## src/sv/glru_pkg.sv

```systemverilog
`timescale 1ns / 1ps
// ----------------------------------------------------------------------------
// Glyph cache LRU policy package
// Sizes, payload structs and shared helpers for the glyph cache controller.
// ----------------------------------------------------------------------------
package glru_pkg;

    localparam int CACHE_ENTRIES = 16;
    localparam int SLOT_W        = $clog2(CACHE_ENTRIES);
    localparam int CNT_W         = $clog2(CACHE_ENTRIES + 1);
    localparam int BYTES_W       = 13;
    localparam int BYTE_PAD      = 7;
    localparam int PIX_PER_BYTE  = 8;
    localparam int PIX_SHIFT     = $clog2(PIX_PER_BYTE);
    localparam logic [BYTES_W-1:0] MAX_BYTES_RESET = 13'd24;

    typedef struct packed {
        logic [31:0] data_offset;
        logic [7:0]  glyph_width;
        logic [7:0]  glyph_height;
    } req_t;

    typedef struct packed {
        logic               hit;
        logic               bypass;
        logic [3:0]         slot;
        logic [BYTES_W-1:0] bitmap_bytes;
        logic [31:0]        hit_total;
        logic [31:0]        miss_total;
        logic [4:0]         live_entries;
    } rsp_t;

    // running scan result handed from cell to cell
    typedef struct packed {
        logic              hit;
        logic [SLOT_W-1:0] hit_idx;
        logic              inv;
        logic              have;
        logic [SLOT_W-1:0] vic_idx;
        logic [31:0]       vic_stamp;
        logic [CNT_W-1:0]  live;
    } carry_t;

    typedef struct packed {
        logic              en;
        logic              set_tag;
        logic [SLOT_W-1:0] idx;
        logic [31:0]       tag;
        logic [31:0]       stamp;
    } slot_wr_t;

    localparam carry_t CARRY_INIT = '{
        hit: 1'b0, hit_idx: '0, inv: 1'b0, have: 1'b0,
        vic_idx: '0, vic_stamp: '0, live: '0
    };

    function automatic logic [BYTES_W-1:0] calc_bytes(input logic [7:0] w,
                                                       input logic [7:0] h);
        logic [8:0]  padded;
        logic [5:0]  cols;
        logic [13:0] prod;
        padded = 9'(w) + 9'(BYTE_PAD);
        cols   = 6'(padded >> PIX_SHIFT);
        prod   = 14'(cols) * 14'(h);
        return BYTES_W'(prod);
    endfunction

endpackage

```

## src/sv/glru_cell.sv

```systemverilog
`timescale 1ns / 1ps
// ----------------------------------------------------------------------------
// Glyph cache slot cell
// Holds one slot's tag, valid bit and stamp; folds them into the scan carry.
// ----------------------------------------------------------------------------
module glru_cell (
    input  logic                   clk,
    input  logic                   rst_n,
    input  logic [glru_pkg::SLOT_W-1:0] idx,
    input  logic [31:0]            lookup_tag,
    input  glru_pkg::carry_t       carry_in,
    output glru_pkg::carry_t       carry_out,
    input  glru_pkg::slot_wr_t     wr
);
    import glru_pkg::*;

    logic        valid_reg;
    logic [31:0] tag_reg;
    logic [31:0] stamp_reg;
    carry_t      carry_next;
    carry_t      carry_reg;
    logic        wr_sel;

    assign wr_sel = wr.en && (wr.idx == idx);

    always_ff @(posedge clk or negedge rst_n)
    begin
        if (!rst_n)
        begin
            valid_reg <= 1'b0;
        end
        else if (wr_sel && wr.set_tag)
        begin
            valid_reg <= 1'b1;
        end
    end

    always_ff @(posedge clk)
    begin
        if (wr_sel)
        begin
            stamp_reg <= wr.stamp;
            if (wr.set_tag)
            begin
                tag_reg <= wr.tag;
            end
        end
    end

    always_comb
    begin
        carry_next = carry_in;
        if (!carry_in.hit && valid_reg && (tag_reg == lookup_tag))
        begin
            carry_next.hit     = 1'b1;
            carry_next.hit_idx = idx;
        end
        if (!carry_in.inv)
        begin
            if (!valid_reg)
            begin
                carry_next.inv     = 1'b1;
                carry_next.vic_idx = idx;
            end
            else if (!carry_in.have || (stamp_reg < carry_in.vic_stamp))
            begin
                carry_next.have      = 1'b1;
                carry_next.vic_idx   = idx;
                carry_next.vic_stamp = stamp_reg;
            end
        end
        carry_next.live = carry_in.live + CNT_W'(valid_reg);
    end

    always_ff @(posedge clk)
    begin
        carry_reg <= carry_next;
    end

    assign carry_out = carry_reg;

endmodule

```

## src/sv/glru_ctrl.sv

```systemverilog
`timescale 1ns / 1ps
// ----------------------------------------------------------------------------
// Glyph cache controller
// Request capture, scan sequencing, hit/miss/bypass decision and counters.
// ----------------------------------------------------------------------------
module glru_ctrl (
    input  logic                      clk,
    input  logic                      rst_n,
    input  logic                      start,
    output logic                      busy,
    input  glru_pkg::req_t            req,
    output logic                      done,
    output glru_pkg::rsp_t            rsp,
    input  logic                      cfg_valid,
    input  logic [glru_pkg::BYTES_W-1:0] cfg_data,
    output logic [31:0]               lookup_tag,
    input  glru_pkg::carry_t          scan_result,
    output glru_pkg::slot_wr_t        wr
);
    import glru_pkg::*;

    typedef enum logic [2:0] {
        S_IDLE = 3'b001,
        S_SCAN = 3'b010,
        S_DONE = 3'b100
    } state_t;

    localparam logic [SLOT_W-1:0] LAST_SLOT = SLOT_W'(CACHE_ENTRIES - 1);

    state_t             state_reg, state_next;
    logic [SLOT_W-1:0]  scan_cnt_reg;
    req_t               req_reg;
    logic [BYTES_W-1:0] max_bytes_reg;
    logic [31:0]        use_cnt_reg;
    logic [31:0]        hit_cnt_reg;
    logic [31:0]        miss_cnt_reg;
    logic               done_reg;
    rsp_t               rsp_reg;

    logic [BYTES_W-1:0] bytes;
    logic               is_hit;
    logic               is_bypass;
    logic               install;
    logic [SLOT_W-1:0]  sel_idx;
    logic [CNT_W-1:0]   live_after;
    logic               accept;

    assign accept     = start && (state_reg == S_IDLE);
    assign busy       = (state_reg != S_IDLE);
    assign lookup_tag = req_reg.data_offset;

    assign bytes      = calc_bytes(req_reg.glyph_width, req_reg.glyph_height);
    assign is_hit     = scan_result.hit;
    assign is_bypass  = !is_hit && (bytes > max_bytes_reg);
    assign install    = !is_hit && !is_bypass;
    assign sel_idx    = is_hit ? scan_result.hit_idx : scan_result.vic_idx;
    assign live_after = scan_result.live + CNT_W'(install && scan_result.inv);

    always_comb
    begin
        wr.en      = (state_reg == S_DONE) && (is_hit || install);
        wr.set_tag = install;
        wr.idx     = sel_idx;
        wr.tag     = req_reg.data_offset;
        wr.stamp   = use_cnt_reg;
    end

    always_comb
    begin
        state_next = state_reg;
        unique case (state_reg)
            S_IDLE:
            begin
                if (start)
                begin
                    state_next = S_SCAN;
                end
            end
            S_SCAN:
            begin
                if (scan_cnt_reg == LAST_SLOT)
                begin
                    state_next = S_DONE;
                end
            end
            S_DONE:
            begin
                state_next = S_IDLE;
            end
            default:
            begin
                state_next = S_IDLE;
            end
        endcase
    end

    always_ff @(posedge clk or negedge rst_n)
    begin
        if (!rst_n)
        begin
            state_reg     <= S_IDLE;
            scan_cnt_reg  <= '0;
            max_bytes_reg <= MAX_BYTES_RESET;
            use_cnt_reg   <= '0;
            hit_cnt_reg   <= '0;
            miss_cnt_reg  <= '0;
            done_reg      <= 1'b0;
        end
        else
        begin
            state_reg <= state_next;
            done_reg  <= (state_reg == S_DONE);
            if (cfg_valid)
            begin
                max_bytes_reg <= cfg_data;
            end
            if (state_reg == S_SCAN)
            begin
                scan_cnt_reg <= scan_cnt_reg + SLOT_W'(1);
            end
            else
            begin
                scan_cnt_reg <= '0;
            end
            if (wr.en)
            begin
                use_cnt_reg <= use_cnt_reg + 32'd1;
            end
            if ((state_reg == S_DONE) && is_hit)
            begin
                hit_cnt_reg <= hit_cnt_reg + 32'd1;
            end
            if ((state_reg == S_DONE) && install)
            begin
                miss_cnt_reg <= miss_cnt_reg + 32'd1;
            end
        end
    end

    always_ff @(posedge clk)
    begin
        if (accept)
        begin
            req_reg <= req;
        end
        if (state_reg == S_DONE)
        begin
            rsp_reg.hit          <= is_hit;
            rsp_reg.bypass       <= is_bypass;
            rsp_reg.slot         <= is_bypass ? 4'd0 : 4'(sel_idx);
            rsp_reg.bitmap_bytes <= bytes;
            rsp_reg.hit_total    <= hit_cnt_reg + 32'(is_hit);
            rsp_reg.miss_total   <= miss_cnt_reg + 32'(install);
            rsp_reg.live_entries <= 5'(live_after);
        end
    end

    assign done = done_reg;
    assign rsp  = rsp_reg;

endmodule

```

## src/sv/glyph_cache_lru_policy.sv

```systemverilog
`timescale 1ns / 1ps
// ----------------------------------------------------------------------------
// Glyph cache LRU policy
// Tag lookup and LRU replacement for a fully associative glyph bitmap cache.
// ----------------------------------------------------------------------------
// A request is taken when start is high and busy is low. Its lookup runs down
// a chain of CACHE_ENTRIES registered slot cells, one cell per cycle; busy stays
// high through the scan and the decision state S_DONE, and the response is
// registered at the end of S_DONE. The result is shown for exactly one cycle
// with done high and there is no way to hold it: capture rsp whenever done is
// seen. A new start is taken in the cycle done is high. The size limit is
// written through cfg_valid/cfg_data; cfg_ready is always high and the limit
// should only be changed while busy is low.
module glyph_cache_lru_policy (
    input  logic                      clk,
    input  logic                      rst_n,
    input  logic                      start,
    output logic                      busy,
    input  glru_pkg::req_t            req,
    output logic                      done,
    output glru_pkg::rsp_t            rsp,
    input  logic                      cfg_valid,
    output logic                      cfg_ready,
    input  logic [glru_pkg::BYTES_W-1:0] cfg_data
);
    import glru_pkg::*;

    carry_t      carry_chain [CACHE_ENTRIES+1];
    slot_wr_t    wr;
    logic [31:0] lookup_tag;

    assign cfg_ready      = 1'b1;
    assign carry_chain[0] = CARRY_INIT;

    glru_ctrl u_ctrl (
        .clk         (clk),
        .rst_n       (rst_n),
        .start       (start),
        .busy        (busy),
        .req         (req),
        .done        (done),
        .rsp         (rsp),
        .cfg_valid   (cfg_valid),
        .cfg_data    (cfg_data),
        .lookup_tag  (lookup_tag),
        .scan_result (carry_chain[CACHE_ENTRIES]),
        .wr          (wr)
    );

    for (genvar i = 0; i < CACHE_ENTRIES; i++)
    begin : g_cell
        glru_cell u_cell (
            .clk        (clk),
            .rst_n      (rst_n),
            .idx        (SLOT_W'(i)),
            .lookup_tag (lookup_tag),
            .carry_in   (carry_chain[i]),
            .carry_out  (carry_chain[i+1]),
            .wr         (wr)
        );
    end

endmodule

```

## config.mk

```make
export PLATFORM = sky130hd
export DESIGN_NAME = glyph_cache_lru_policy
export DESIGN_NICKNAME = d
export VERILOG_FILES = /design/src/sv/glru_pkg.sv /design/src/sv/glru_cell.sv /design/src/sv/glru_ctrl.sv /design/src/sv/glyph_cache_lru_policy.sv
export SDC_FILE = /design/constraint.sdc
export NUM_CORES = 2
export LEC_CHECK = 0
export BUFFER_PORTS_ARGS = -buffer_cell sky130_fd_sc_hd__buf_2
export CORE_MARGIN = 2
export CORE_UTILIZATION = 43
export DETAILED_ROUTE_END_ITERATION = 16
export PLACE_DENSITY_LB_ADDON = 0.15
export SYNTH_ARGS = -nofsm -noshare
export SYNTH_HDL_FRONTEND = slang
export SYNTH_SLANG_ARGS = --single-unit
```

## constraint.sdc

```tcl
create_clock -name clk -period 19.25 [get_ports clk]
set_input_delay 3.85 -clock clk [delete_from_list [all_inputs] [get_ports clk]]
set_output_delay 3.85 -clock clk [all_outputs]
set_load 0.01 [all_outputs]
```

==> reports/metrics.csv <==
stage;metric;value;unit
yosys;ys_async_sr_fraction;0.06694;
clock_network;cts_setup_buffers;0;
global_route;grt_max_degree;100;
floorplan;rows;169;
critical_path;critPathSlowestCell;nor2_1;
critical_path;critPathBufInv;2;
timing;final.setup.tns;0;ns
power_and_ir_drop;powerDensity;99.54;nW/um^2
route;drtIter0Drc;5300;
clock_network;ctsResizeCount;0;
yosys;synth_edf_count;1160;
timing;finClkSkew;0.08186;ns
route;dr_total_vias;61590;
yosys;ys_ff_latch;1987;
placement;place_hpwl;166700;um
yosys;synthFlopType;edfxtp_1;
critical_path;cp_data_arrival_time;9.25;ns
yosys;synth.largest_area_cell;edfxtp_1;
power_and_ir_drop;ir_drop;0.1563;mV
critical_path;r2r-start;u_ctrl.req_reg[9];
floorplan;die_w;466.8;um
yosys;synthTopCellsByArea;edfxtp_1, dfxtp_1, ha_1;
critical_path;critPathMostFrequentCell;ha_1;
yosys;synth_seq_area_share;0.5652;
yosys;ys_warn_count;0;
clock_network;clk_path_buf_depth;3;
timing;setup_viol;0;
clock_network;cts_made_buffers;209;
cells_and_area;largest_register_ff_count;694;
yosys;synth_cell_type_count;92;
critical_path;path_class;reg2reg;
yosys;synth_area;92110;sq um
timing;worstMarginPinSlew;1.325;ns
yosys;synth_area_per_cell;11.79;sq um
yosys;synth.most_common_cell;edfxtp_1;
route;wirelength;259100;um
placement;place.gp.congestion;0.8270;
global_route;track_usage;0.2346;
timing;rsz0062_at_grt;false;
route;drc;0;
route;drt-pass1-iter-count;6;
global_route;overflow;0;
critical_path;crit_path_end_kind;flop;
critical_path;rr_worst_depth;26;
clock_network;hold_buffers;0;
critical_path;max_stage_delay;0.70;ns
floorplan;die_h;466.8;um
critical_path;reg2reg_to;u_ctrl.rsp[27];
clock_network;cts_sinks;1987;
timing;slew_headroom;0.1166;
min_path;min_to;g_cell[10].u_cell.carry_out[44];
yosys;synth_top_area_share;0.3782;
timing;hold_viol_final;0;
global_route;antenna_found_initial;16;
timing;drv_slew;0;
timing;clock.fmax;115.7;MHz
yosys;mappedNetlistNets;8439;
min_path;min-delay-start;g_cell[9].u_cell.carry_out[44];
critical_path;cp_top_family;adder cells;
timing;period_share;0.4489;
critical_path;crit_required;19.86;ns
clock_network;htreeDepth;4;
route;detail_route.wl_per_cell;23.71;um
floorplan;core_area;212500;sq um
global_route;grt_pass1_vias;60680;
clock_network;cts_tree;yes;
cells_and_area;nFillCells;18650;
floorplan;num_io_pins;156;
timing;whs;0.3814;ns
route;vias_per_cell;5.638;
critical_path;cp_max_fo;8;
route;postRouteAntennaNets;0;
min_path;hold_depth;1;
floorplan;die-area;217900;sq um
floorplan;initial_utilization;0.4334;
clock_network;worstSkewPairLatency;0.88;ns
global_route;grt_pass1_wl;385800;um
timing;min_period;8.642;ns
clock_network;cts_root_buf;clkbuf_16;
cells_and_area;drive_gt1_frac;0.1177;
status;status;completed;
power_and_ir_drop;p_leak;35.78;nW
yosys;synth_common_cells;edfxtp_1, dfxtp_1, inv_1;
critical_path;worst-r2r-setup-slack;10.61;ns
placement;io_buffer_count;154;
yosys;synthCells;7811;
critical_path;cp-start-kind;flop;
cells_and_area;area_growth_syn_to_layout;12.60;%
clock_network;cts.clk_slew.worst_paths;0.06;ns
cells_and_area;fin_nets;8538;
run;cap_violations;0;
min_path;hold_path_class;reg2reg;
stage by stage:
step           std cells  power [mW]  worst slack (ns)  cell area [sq um]    util
2_1_floorplan       7811       5.693             11.57              92110       -
3_3_place_gp       10520       6.124             10.56              96210  0.4527
3_5_place_dp       10520       6.126             10.55              96210  0.4527
4_1_cts            10920       10.42             10.52             103700  0.4880
5_1_grt            10920       10.71             9.946             103700  0.4880
6_report           10920       10.32             10.61             103700  0.4880
how the worst max path moves through the flow:
stage / slack, ns / depth (start not counted) / from / to
floorplan: 11.57 / 23 / u_ctrl.req_reg[9] / g_cell[10].u_cell.tag_reg[0]
global placement: 10.56 / 23 / u_ctrl.req_reg[9] / g_cell[14].u_cell.stamp_reg[20]
detailed placement: 10.55 / 26 / u_ctrl.req_reg[9] / u_ctrl.rsp[36]
CTS: 10.52 / 26 / u_ctrl.req_reg[9] / u_ctrl.rsp[36]
global route: 9.95 / 26 / u_ctrl.req_reg[9] / u_ctrl.rsp[35]
finish: 10.61 / 26 / u_ctrl.req_reg[9] / u_ctrl.rsp[27]
power breakdown:
part / switching (mW) / leakage (nW) / internal, mW
clock: 1.78 / 3.65 / 2.53
combinational: 0.963 / 15.3 / 0.430
sequential: 0.0336 / 16.9 / 4.59
total: 2.77 / 35.8 / 7.55
cells in the final DEF (no fill, tap or decap), types with 132 or more instances in the layout:
master,n
a21oi_1,179
and2_1,208
nor2_1,222
nand4_1,290
buf_4,165
edfxtp_1,1160
nand3_1,236
o21ai_0,176
nor3_1,136
inv_1,564
mux2_2,132
buf_2,153
clkbuf_16,218
ha_1,539
nor3b_1,197
dfxtp_1,686
xor2_1,250
xnor2_1,467
nand2_1,507
per-layer routing:
layer / up-vias / wire length, um / track usage
li1: 28790 / - / -
met1: 30750 / 109800 / 0.3011
met2: 1613 / 128700 / 0.4052
met3: 430 / 11370 / 0.02989
met4: 2 / 9179 / 0.08370
met5: - / 13 / 0
cells by family after synthesis:
family / share of synthesized area
DFF: 0.5652
AOI/OAI and AO/OA: 0.09030
other: 0.00004071
and+or+nand+nor: 0.1343
xor gates and xnor gates: 0.06818
buffers and inverters: 0.04328
muxes: 0.02027
adders and majority gates: 0.07844
layout make-up:
| cell class | count | area, sq um | share of cell area |
|---|---|---|---|
| Sequential cell | 1987 | 52070 | 0.5021 |
| Tap cell | 2821 | 3530 | 0.03403 |
| Multi-Input combinational cell | 4821 | 36450 | 0.3514 |
| Inverter | 572 | 2150 | 0.02073 |
| Clock buffer | 287 | 5964 | 0.05751 |
| Timing Repair Buffer | 319 | 2016 | 0.01944 |
| Antenna cell | 7 | 17.52 | 0.0001689 |
| Clock inverter | 110 | 1518 | 0.01463 |
Note: power is estimated with default switching activity, not from simulation.
